===== config.mk =====
export PLATFORM = sky130hd
export DESIGN_NAME = light_band_shade_and_lamp_controller_top
export DESIGN_NICKNAME = d
export VERILOG_FILES = /design/src/rtl/lbsl_pkg.sv /design/src/rtl/lbsl_in_stage.sv /design/src/rtl/lbsl_step.sv /design/src/rtl/light_band_shade_and_lamp_controller_top.sv
export SDC_FILE = /design/constraint.sdc
export NUM_CORES = 1
export LEC_CHECK = 0
export BUFFER_PORTS_ARGS = -buffer_cell sky130_fd_sc_hd__buf_2
export CAP_MARGIN = 20
export CORE_UTILIZATION = 50
export CTS_CLUSTER_DIAMETER = 200
export CTS_CLUSTER_SIZE = 25
export DETAILED_ROUTE_END_ITERATION = 12
export HOLD_SLACK_MARGIN = 0.06
export PLACE_DENSITY = 0.66
export SYNTH_ARGS = -nofsm -noshare
export SYNTH_HDL_FRONTEND = slang
export SYNTH_SLANG_ARGS = --single-unit
export TNS_END_PERCENT = 10

===== constraint.sdc =====
create_clock -name aclk -period 7.1 [get_ports aclk]
set_input_delay 0.355 -clock aclk [delete_from_list [all_inputs] [get_ports aclk]]
set_output_delay 0.355 -clock aclk [all_outputs]
set_load 0.005 [all_outputs]

===== src/rtl/lbsl_pkg.sv =====
`timescale 1ns / 1ps
// ----------------------------------------------------------------------------
// Light band controller package
// Shared item types, controller state, constants and the band window table.
// ----------------------------------------------------------------------------
package lbsl_pkg;

    localparam int unsigned LUX_W    = 16;
    localparam int unsigned LEVEL_W  = 10;
    localparam int unsigned BAND_W   = 3;
    localparam int unsigned WINDOW_W = 15;
    localparam int unsigned ANGLE_W  = 8;
    localparam int unsigned DUTY_W   = 8;

    localparam int unsigned S_TDATA_W = 32;
    localparam int unsigned M_TDATA_W = 24;

    localparam logic [BAND_W-1:0]  BAND_MAX        = 3'd6;
    localparam logic [ANGLE_W-1:0] SHADE_MAX       = 8'd180;
    localparam logic [ANGLE_W-1:0] SHADE_HOME      = 8'd90;
    localparam logic [DUTY_W-1:0]  LAMP_MAX        = 8'd255;
    localparam logic [LEVEL_W-1:0] THRESHOLD_RESET = 10'd30;

    // Packed in tdata order, last field in the lowest bits.
    typedef struct packed {
        logic               start_press;
        logic               down_press;
        logic               up_press;
        logic               menu_press;
        logic [LEVEL_W-1:0] photo_level;
        logic [LUX_W-1:0]   lux;
    } in_item_t;

    typedef struct packed {
        logic [BAND_W-1:0]  band_now;
        logic               regulating;
        logic               menu_open;
        logic               lamp_write;
        logic [DUTY_W-1:0]  lamp_duty;
        logic               shade_write;
        logic [ANGLE_W-1:0] shade_angle;
    } out_item_t;

    typedef struct packed {
        logic                menu_state;
        logic                run_flag;
        logic [BAND_W-1:0]   band_index;
        logic [WINDOW_W-1:0] window_low;
        logic [WINDOW_W-1:0] window_high;
        logic [ANGLE_W-1:0]  shade_position;
        logic [DUTY_W-1:0]   lamp_level;
        logic [ANGLE_W-1:0]  shade_cmd;
        logic [DUTY_W-1:0]   lamp_cmd;
    } ctrl_state_t;

    function automatic logic [WINDOW_W-1:0] band_low(input logic [BAND_W-1:0] idx);
        logic [WINDOW_W-1:0] v;
        case (idx)
            3'd1:    v = 15'd100;
            3'd2:    v = 15'd500;
            3'd3:    v = 15'd1000;
            3'd4:    v = 15'd1500;
            3'd5:    v = 15'd10000;
            3'd6:    v = 15'd20000;
            default: v = '0;
        endcase
        return v;
    endfunction

    function automatic logic [WINDOW_W-1:0] band_high(input logic [BAND_W-1:0] idx);
        logic [WINDOW_W-1:0] v;
        case (idx)
            3'd1:    v = 15'd500;
            3'd2:    v = 15'd1000;
            3'd3:    v = 15'd1500;
            3'd4:    v = 15'd2000;
            3'd5:    v = 15'd20000;
            3'd6:    v = 15'd30000;
            default: v = '0;
        endcase
        return v;
    endfunction

endpackage


===== src/rtl/lbsl_in_stage.sv =====
`timescale 1ns / 1ps
// ----------------------------------------------------------------------------
// Light band controller input stage
// Registers one incoming transaction and holds it until the step logic takes it.
// ----------------------------------------------------------------------------
module lbsl_in_stage (
    input  logic               aclk,
    input  logic               aresetn,
    input  logic               in_valid,
    output logic               in_ready,
    input  lbsl_pkg::in_item_t in_item,
    output logic               item_valid,
    input  logic               item_take,
    output lbsl_pkg::in_item_t item
);

    logic               valid_reg;
    logic               valid_next;
    lbsl_pkg::in_item_t item_reg;

    assign in_ready   = !valid_reg || item_take;
    assign valid_next = (in_valid && in_ready) || (valid_reg && !item_take);

    always_ff @(posedge aclk) begin
        if (!aresetn) begin
            valid_reg <= 1'b0;
        end else begin
            valid_reg <= valid_next;
        end
        if (in_valid && in_ready) begin
            item_reg <= in_item;
        end
    end

    assign item_valid = valid_reg;
    assign item       = item_reg;

endmodule


===== src/rtl/lbsl_step.sv =====
`timescale 1ns / 1ps
// ----------------------------------------------------------------------------
// Light band controller step logic
// Menu handling, band selection and one regulation step for one control tick.
// ----------------------------------------------------------------------------
module lbsl_step (
    input  lbsl_pkg::in_item_t                  item,
    input  lbsl_pkg::ctrl_state_t               cur,
    input  logic [lbsl_pkg::LEVEL_W-1:0]        dark_threshold,
    output lbsl_pkg::ctrl_state_t               nxt,
    output lbsl_pkg::out_item_t                 result
);

    logic                          lux_below;
    logic                          lux_above;
    logic [lbsl_pkg::BAND_W:0]     idx_up;
    logic [lbsl_pkg::BAND_W:0]     idx_dn;
    logic [lbsl_pkg::BAND_W-1:0]   idx_new;
    logic [lbsl_pkg::WINDOW_W-1:0] win_low;
    logic [lbsl_pkg::WINDOW_W-1:0] win_high;
    logic [lbsl_pkg::ANGLE_W-1:0]  shade_dn;
    logic [lbsl_pkg::ANGLE_W-1:0]  shade_stepped;
    logic [lbsl_pkg::DUTY_W-1:0]   lamp_up;
    logic [lbsl_pkg::DUTY_W-1:0]   lamp_stepped;
    logic                          shade_w;
    logic                          lamp_w;

    // Band index moves by the net of the two presses and is clamped to 0..6.
    always_comb begin
        idx_up = {1'b0, cur.band_index} + {{lbsl_pkg::BAND_W{1'b0}}, item.up_press};
        if (item.down_press && idx_up != '0) begin
            idx_dn = idx_up - 1'b1;
        end else begin
            idx_dn = idx_up;
        end
        if (idx_dn > {1'b0, lbsl_pkg::BAND_MAX}) begin
            idx_new = lbsl_pkg::BAND_MAX;
        end else begin
            idx_new = idx_dn[lbsl_pkg::BAND_W-1:0];
        end
    end

    // Band zero keeps whatever window was loaded before.
    assign win_low  = (idx_new != '0) ? lbsl_pkg::band_low(idx_new)  : cur.window_low;
    assign win_high = (idx_new != '0) ? lbsl_pkg::band_high(idx_new) : cur.window_high;

    assign lux_below = item.lux < {1'b0, win_low};
    assign lux_above = item.lux > {1'b0, win_high};

    // Both steps are applied in turn: the shade steps down first, the lamp up first.
    assign shade_dn      = (lux_below && cur.shade_position != '0)
                           ? cur.shade_position - 1'b1 : cur.shade_position;
    assign shade_stepped = (lux_above && shade_dn < lbsl_pkg::SHADE_MAX)
                           ? shade_dn + 1'b1 : shade_dn;
    assign lamp_up       = (lux_below && cur.lamp_level != lbsl_pkg::LAMP_MAX)
                           ? cur.lamp_level + 1'b1 : cur.lamp_level;
    assign lamp_stepped  = (lux_above && lamp_up != '0) ? lamp_up - 1'b1 : lamp_up;

    always_comb begin
        nxt     = cur;
        shade_w = 1'b0;
        lamp_w  = 1'b0;
        if (item.menu_press && cur.menu_state) begin
            // A second menu press aborts: lamp off, menu and run mode closed.
            nxt.lamp_cmd   = '0;
            lamp_w         = 1'b1;
            nxt.menu_state = 1'b0;
            nxt.run_flag   = 1'b0;
        end else if (item.menu_press || cur.menu_state) begin
            nxt.menu_state  = 1'b1;
            nxt.band_index  = idx_new;
            nxt.window_low  = win_low;
            nxt.window_high = win_high;
            nxt.run_flag    = cur.run_flag || item.start_press;
            if (nxt.run_flag) begin
                if (item.photo_level > dark_threshold) begin
                    nxt.lamp_cmd       = '0;
                    lamp_w             = 1'b1;
                    nxt.shade_position = shade_stepped;
                    nxt.shade_cmd      = shade_stepped;
                    shade_w            = 1'b1;
                end else if (item.photo_level < dark_threshold) begin
                    nxt.shade_cmd  = lbsl_pkg::SHADE_HOME;
                    shade_w        = 1'b1;
                    nxt.lamp_level = lamp_stepped;
                    nxt.lamp_cmd   = lamp_stepped;
                    lamp_w         = 1'b1;
                end
            end
        end
    end

    always_comb begin
        result.shade_angle = nxt.shade_cmd;
        result.shade_write = shade_w;
        result.lamp_duty   = nxt.lamp_cmd;
        result.lamp_write  = lamp_w;
        result.menu_open   = nxt.menu_state;
        result.regulating  = nxt.run_flag;
        result.band_now    = nxt.band_index;
    end

endmodule


===== src/rtl/light_band_shade_and_lamp_controller_top.sv =====
`timescale 1ns / 1ps
// ----------------------------------------------------------------------------
// Light band shade and lamp controller
// Menu-driven band selection with day shade and night lamp regulation.
// ----------------------------------------------------------------------------
// One input transaction on the s_ channel is one control tick: a lux reading,
// a photocell level and four button presses. Each tick gives exactly one
// result transaction on the m_ channel with the shade and lamp commands, their
// write strobes, the menu and run flags and the selected band.
// A tick is held in the input register; the step logic then updates the
// controller state and loads the result register that drives m_tdata. One
// tick is taken every cycle while the receiver keeps up; the limit is the
// single result register. When the receiver stalls, the result holds in the
// output register while one more tick waits in the input register; s_tready
// drops only when both are full. Reset empties both registers, closes the
// menu, stops regulation, selects band zero, parks the shade at 90 with the
// lamp off, and loads the dark threshold with 30. cfg_wr_en writes a new
// threshold; the user must do so only while idle, unenforced by the block.
// ----------------------------------------------------------------------------
module light_band_shade_and_lamp_controller_top (
    input  logic                              aclk,
    input  logic                              aresetn,
    input  logic                              cfg_wr_en,
    input  logic [lbsl_pkg::LEVEL_W-1:0]      cfg_wr_data,
    input  logic                              s_tvalid,
    output logic                              s_tready,
    // lux[15:0], photo_level[25:16], menu_press[26], up_press[27],
    // down_press[28], start_press[29], zero[31:30]
    input  logic [lbsl_pkg::S_TDATA_W-1:0]    s_tdata,
    output logic                              m_tvalid,
    input  logic                              m_tready,
    // shade_angle[7:0], shade_write[8], lamp_duty[16:9], lamp_write[17],
    // menu_open[18], regulating[19], band_now[22:20], zero[23]
    output logic [lbsl_pkg::M_TDATA_W-1:0]    m_tdata
);

    localparam int unsigned ITEM_W = $bits(lbsl_pkg::in_item_t);
    localparam int unsigned RES_W  = $bits(lbsl_pkg::out_item_t);

    lbsl_pkg::in_item_t     s_item;
    lbsl_pkg::in_item_t     item;
    logic                   item_valid;
    logic                   item_take;
    lbsl_pkg::ctrl_state_t  state_reg;
    lbsl_pkg::ctrl_state_t  state_next;
    lbsl_pkg::out_item_t    result;
    lbsl_pkg::out_item_t    result_reg;
    logic                   m_valid_reg;
    logic                   m_valid_next;
    logic [lbsl_pkg::LEVEL_W-1:0] threshold_reg;

    assign s_item = lbsl_pkg::in_item_t'(s_tdata[ITEM_W-1:0]);

    lbsl_in_stage u_in_stage (
        .aclk       (aclk),
        .aresetn    (aresetn),
        .in_valid   (s_tvalid),
        .in_ready   (s_tready),
        .in_item    (s_item),
        .item_valid (item_valid),
        .item_take  (item_take),
        .item       (item)
    );

    lbsl_step u_step (
        .item           (item),
        .cur            (state_reg),
        .dark_threshold (threshold_reg),
        .nxt            (state_next),
        .result         (result)
    );

    // The state advances only when the tick moves into the result register.
    assign item_take    = item_valid && (!m_valid_reg || m_tready);
    assign m_valid_next = item_take || (m_valid_reg && !m_tready);

    always_ff @(posedge aclk) begin
        if (!aresetn) begin
            m_valid_reg              <= 1'b0;
            threshold_reg            <= lbsl_pkg::THRESHOLD_RESET;
            state_reg.menu_state     <= 1'b0;
            state_reg.run_flag       <= 1'b0;
            state_reg.band_index     <= '0;
            state_reg.window_low     <= '0;
            state_reg.window_high    <= '0;
            state_reg.shade_position <= lbsl_pkg::SHADE_HOME;
            state_reg.lamp_level     <= '0;
            state_reg.shade_cmd      <= lbsl_pkg::SHADE_HOME;
            state_reg.lamp_cmd       <= '0;
        end else begin
            m_valid_reg <= m_valid_next;
            if (cfg_wr_en) begin
                threshold_reg <= cfg_wr_data;
            end
            if (item_take) begin
                state_reg <= state_next;
            end
        end
        if (item_take) begin
            result_reg <= result;
        end
    end

    assign m_tvalid = m_valid_reg;
    assign m_tdata  = {{(lbsl_pkg::M_TDATA_W - RES_W){1'b0}}, result_reg};

endmodule


==> summary.md, run 1 <==
| Metric | Value |
|---|---|
| Die Area | 15000 µm² |
| Post-synth top cells | nand2_1, dfxtp_1, edfxtp_1, ha_1, nor2_1 |
| Clk_skew | 0.0103 ns |
| Syn-to-layout area delta | 16.2% |
| Final worst-path cycle share | 0.931 |
| Vias per cell | 5.80 |
| Status | complete, no violations |
| CTS root buffer | clkbuf_16 |
| WL per Instance | 16.6 µm |
| Clk_lat worst skew | 0.43 ns |
| Placed Cells | just under 1000 |
| Synth Cell Area | 7250 µm² |
| Final GP Congestion | approximately 0.91 |
| Post-synth EDFFs | 53 |
| Global route hottest layer | met2 |
| Clk buf depth | 2 |
| Leakage | 3.39 nW |
| Slew Viols, Final | 0 |
| Die width | 122 µm |
| CTS Buf Count | 17 |
| Register bit total from synthesis | 132 |
| Number of diodes | 0 |
| Hold Fails Final Rpt | 0 |
| Most frequent cell after synthesis | nand2_1 |
| Vias | 5929 |
| WL final | 16900 µm |
| R2R cell count | 26 |
| Total power | 2.13 mW |
| Cell accounting for the most synthesized area | edfxtp_1 |
| Critical-path top delay cell | nor2_1 |
| Worst-Margin Slew | 0.920 ns |
| Largest net degree at the start of global routing | 67 |
| Cell area after layout | 8420 µm² |
| Setup CP Type | reg2reg |
| First DRT Iteration DRCs | 399 |
| Critical Path Start Type | flip-flop |
| Clock transition at path regs | approximately 0.060 ns |
| Synth unique cells | 75 |
| Cts repair resizes | 0 |
| RSZ-0062 raised after global routing | false |
| Synth Flop Type | dfxtp_1 |
| CP required | 7.41 ns |
| Power Dens Cells | 252 nW/µm² |
| Core area | 14000 µm² |
| Initial antenna violation count | 0 |
| Synthesized Nets | ~860 |
| Worst VDD drop | around 0.18 mV |
| Height of the die | 122 µm |
| Setup violations, final | 0 |
| DP Area | 7770 µm² |
| Non-filler cells, final | 1022 |
| Grt total ovfl | 0 |
| Post-CTS Setup Bufs | 0 |
| Total Routing Usage GR | 0.239 |
| Number of remaining DRC errors | 0 |
| Post-detail-place hpwl | approximately 12000 µm |
| Register area share after synthesis | 0.438 |
| Routed Antenna Nets | 0 |
| Syn Inst Count | 765 |
| Row count | between 40 and 50 |
| CP top delay family | simple AND/OR/NAND/NOR gates |
| Met3 usage | 0.0511 |
| Reg2reg end | state_reg[7] |
| Hold Path Origin | s_tdata[19] |
| # H-tree levels | 4 |
| Top-area cell type share of the netlist area | 0.219 |
| Met2 Use GR | 0.386 |
| FMAX | 0.151 GHz |
| Vias in the first global route | approximately 5600 |
| Initial Utilization | 0.518 |
| Setup_tns | 0 ns |
| First-pass GRT wire length | 27500 µm |
| Hold_buf cts | 0 |
| Number of flip-flops in the largest register | 67 |
| DR pass1 iterations | 5 |
| FF-to-FF setup slack | 0.49 ns |
| Worst Hold End | u_in_stage.item[19] |
| Clock sinks | between 100 and 150 |
| Syn. warnings | 0 |
| Max-Cap Viols | 0 |
| Layout cells sized above 1 | 0.164 |
| Largest stage delay on the critical path | 0.75 ns |
| FFs w/ async S/R, synth | 0 |
| Worst R2R Start | u_in_stage.item[27] |
| Worst EP arrival | 6.92 ns |
| Worst slew margin | 0.384 |
| TritonCTS clock tree | done |
| IO Pins | 73 |
| Synth area leaders | edfxtp_1, dfxtp_1, ha_1 |
| IO Port Bufs | 69 |
| Worst hold path depth | 1 |
| Critical Path Fanout Max | 12 |
| WP buf/inv | 2 |
| Worst setup EP type | flip-flop |
| Met1 GRT Util | 0.312 |
| Syn avg cell area | about 9.5 µm² |
| Nets | between 900 and 1000 |
| Hold WC Path Type | in2reg |
| Final Critical Period | 6.61 ns |
-- area by class of cell --
class	instances	area, µm²
clock buffers	20	458
clock inverters	12	178
fillers	1179	5570
inverters	30	115
multi-input cells	564	3800
flip-flops and latches	132	3170
well taps	180	225
repair buffers	84	470
-- placed cells by master, fill, tap and decap left out, types with 8 or more instances in the layout --
master,n
and2_1,11
o21a_1,9
xnor2_1,23
nor3_1,13
dfxtp_1,79
xor2_1,8
edfxtp_1,53
mux2i_1,15
nor2b_1,15
a21oi_1,40
ha_1,51
a21o_1,10
nand3_1,23
o211ai_1,8
buf_2,69
nor4_1,9
a22o_1,11
nand2_1,96
buf_4,14
and3_1,11
inv_1,29
nand4_1,11
o21ai_0,41
a21boi_0,14
nor2_1,48
clkbuf_16,18
-- through the flow --
step | hold WS [ns] | utilization | setup WS, ns
after floorplan | 0.425 | - | 0.627
after global placement | 0.434 | 0.555 | 0.673
after detailed placement | 0.442 | 0.555 | 0.574
after CTS | 0.0799 | 0.601 | 0.555
after global routing | 0.0796 | 0.602 | 0.00664
final | 0.102 | 0.602 | 0.490
-- kinds of logic after synthesis --
family / after synthesis / share of synthesized area
AOI/OAI and AO/OA: 196 / 0.192
xor gates and xnor gates: 31 / 0.0374
adders and majority gates: 51 / 0.0880
buffers and inverters: 69 / 0.0378
DFF: 132 / 0.438
muxes: 18 / 0.0254
other: 1 / 0.000517
and+or+nand+nor: 267 / 0.181
-- where the power goes --
| part | internal (mW) | switching [mW] |
|---|---|---|
| clock | 0.609 | 0.330 |
| combinational | 0.134 | 0.210 |
| sequential | 0.824 | 0.0187 |
| total | 1.57 | 0.559 |
-- metal layers --
| metal | wire length (µm) | share of wire | up-vias |
|---|---|---|---|
| met1 | 7980 | 0.47 | 2831 |
| met2 | 7850 | 0.46 | 159 |
| li1 | - | - | 2915 |
| met3 | 838 | 0.049 | 24 |
| met4 | 276 | 0.016 | 0 |
| met5 | 0 | 0 | - |
-- worst max-delay path by stage --
| stage | from | to | slack (ns) | cells after the start |
|---|---|---|---|---|
| global route | u_in_stage.item[27] | state_reg[23] | 0.007 | 26 |
| global placement | u_in_stage.item[27] | state_reg[7] | 0.67 | 26 |
| detailed placement | u_in_stage.item[27] | state_reg[23] | 0.57 | 26 |
| finish | u_in_stage.item[27] | state_reg[7] | 0.49 | 26 |
| floorplan | u_in_stage.item[27] | state_reg[7] | 0.63 | 27 |
| CTS | u_in_stage.item[27] | state_reg[23] | 0.56 | 26 |
Note: power is estimated with default switching activity, not from simulation.
==> run 2: changes to the inputs <==
==> constraint.sdc (replaced) <==
create_clock -name aclk -period 7.1 [get_ports aclk]
set_input_delay 0.71 -clock aclk [delete_from_list [all_inputs] [get_ports aclk]]
set_output_delay 0.71 -clock aclk [all_outputs]
set_load 0.005 [all_outputs]
==> summary.md, run 2 (synthesis results as in run 1) <==
| Metric | Value |
|---|---|
| Leading cell type in the layout, fill and taps excluded | nand2_1 |
| Fin worst setup slack | 0.531 ns (+0.0405 ns) |
| Final GP Congestion | 0.888 (-2.5%) |
| Non-filler cells, final | 1023 (+0.098%) |
| Vias in the first global route | 5674 (+1.1%) |
| Height of the die | 122 µm (unchanged) |
| Worst EP arrival | 6.89 ns (-0.03 ns) |
| Number of remaining DRC errors | 0 (unchanged) |
| Die width | 122 µm (unchanged) |
| Worst-Margin Slew | 0.837 ns (-0.0825 ns) |
| First DRT Iteration DRCs | 450 (+13%) |
| CP required | 7.42 ns (about the same) |
| DR pass1 iterations | 5 (unchanged) |
| Clk buf depth | 2 (unchanged) |
| WP buf/inv | 0 (-2) |
| Final Critical Period | 6.57 ns (-0.0405 ns) |
| Layout cells sized above 1 | 0.168 (+0.00455) |
| Slew Viols, Final | 0 (unchanged) |
| FMAX | 0.152 GHz (+0.62%) |
| Leakage | 3.38 nW (-0.48%) |
| Row count | 43 (unchanged) |
| Total Routing Usage GR | 0.241 (+0.00265) |
| Routed Antenna Nets | 0 (unchanged) |
| Critical Path Fanout Max | 7 (-5) |
| Critical-path top delay cell | o31ai_2 |
| Initial antenna violation count | 0 (unchanged) |
| Grt total ovfl | 0 (unchanged) |
| Filler Cells Inserted | 1208 (+2.5%) |
| Setup violations, final | 0 (unchanged) |
| First-pass GRT wire length | 27800 µm (+1.3%) |
| WL final | 16900 µm (-0.38%) |
| IO Port Bufs | 69 (unchanged) |
| Clock sinks | 132 (unchanged) |
| Hold slack | 0.448 ns (+0.346 ns) |
| Syn-to-layout area delta | 16.0% |
| Initial Utilization | 0.518 (unchanged) |
| Setup CP Type | reg2reg |
| Clock transition at path regs | 0.06 ns (about the same) |
| IO Pins | 73 (unchanged) |
| WL per Instance | 16.5 µm (-0.47%) |
| Worst VDD drop | 0.178 mV (+0.56%) |
| Multi-input logic area | 3810 µm² (+0.20%) |
| DP Worst Slack | 0.374 ns (-0.200 ns) |
| Hold_buf cts | 0 (unchanged) |
| Vias | 5988 (+1.0%) |
| TritonCTS clock tree | done |
| CTS root buffer | clkbuf_16 |
| Post-detail-place hpwl | 12300 µm (+0.53%) |
| Worst slew margin | 0.440 (+0.0552) |
| Core area | 14000 µm² (unchanged) |
| Number of diodes | 0 (unchanged) |
| Clk_lat worst skew | 0.43 ns (about the same) |
| Max-Cap Viols | 0 (unchanged) |
| Largest stage delay on the critical path | 0.41 ns (-0.34 ns) |
| Vias per cell | 5.85 (+0.90%) |
| Worst setup EP type | flip-flop |
| Final worst-path cycle share | 0.925 (-0.00571) |
| Hold WC Path Type | in2reg |
| Power Dens Cells | 249 nW/µm² (-1.4%) |
| FF+latch area | 3170 µm² (unchanged) |
| Status | complete, no violations |
| Largest net degree at the start of global routing | 67 (unchanged) |
| Nets | 928 (+0.11%) |
| # H-tree levels | 4 (unchanged) |
| Hold Fails Final Rpt | 0 (unchanged) |
| Number of flip-flops in the largest register | 67 (unchanged) |
| Setup_tns | 0 ns (unchanged) |
| Placed Cells | 990 (+0.10%) |
| CTS Buf Count | 17 (unchanged) |
| RSZ-0062 raised after global routing | false |
| CP top delay family | compound AO/OA/AOI/OAI gates |
| Critical Path Start Type | flip-flop |
| Clk_skew | 0.00967 ns (-0.000580 ns) |
| Commonest cells after routing, fill and taps aside | nand2_1, dfxtp_1, buf_2, edfxtp_1, ha_1 |
| Die Area | 15000 µm² (unchanged) |
[run 2: per-layer routing]
layer	vias to the layer above	global-route usage	wire length (µm)
met4	0	0.0945	331
met3	27	0.0558	854
met1	2842	0.321	7930
li1	2922	-	-
met5	-	0	0
met2	197	0.379	7770
[run 2: final cells by class]
cell class | instances | share of cell area
clock inverter | 14 | 0.0214
clock buffer | 18 | 0.0510
inverter | 30 | 0.0137
multi-input combinational | 564 | 0.453
sequential | 132 | 0.377
tap | 180 | 0.0268
timing repair buffer | 85 | 0.0568
[run 2: path summary, 6_finish.rpt]
path	startpoint	end	slack (ns)	depth (start not counted)
worst max-delay path	u_in_stage.item[27]	state_reg[7]	0.53	26
worst min-delay path	s_tdata[9]	u_in_stage.item[9]	0.45	1
worst max register to register	u_in_stage.item[27]	state_reg[7]	0.53	26
worst min register to register	state_reg[15]	state_reg[15]	0.45	2
[run 2: repair_timing]
action | CTS | global route
gates resized for setup | 0 | 2
buffers inserted | 0 | 0
setup endpoints to repair | 0 | 16
[run 2: stage by stage]
stage               power, mW  area, µm²  utilization
floorplan                1.09       7250            -
global placement         1.19       7770        0.556
detailed placement       1.20       7770        0.556
CTS                      2.10       8380        0.599
global route             2.19       8410        0.601
finish                   2.09       8410        0.601
[run 2: where the power goes]
part | leakage (nW) | total [mW] | switching [mW] | internal [mW]
Sequential | 1.14 | 0.842 | 0.0184 | 0.823
Clock | 0.291 | 0.903 | 0.347 | 0.556
Combinational | 1.95 | 0.349 | 0.212 | 0.137
Total | 3.38 | 2.09 | 0.578 | 1.52
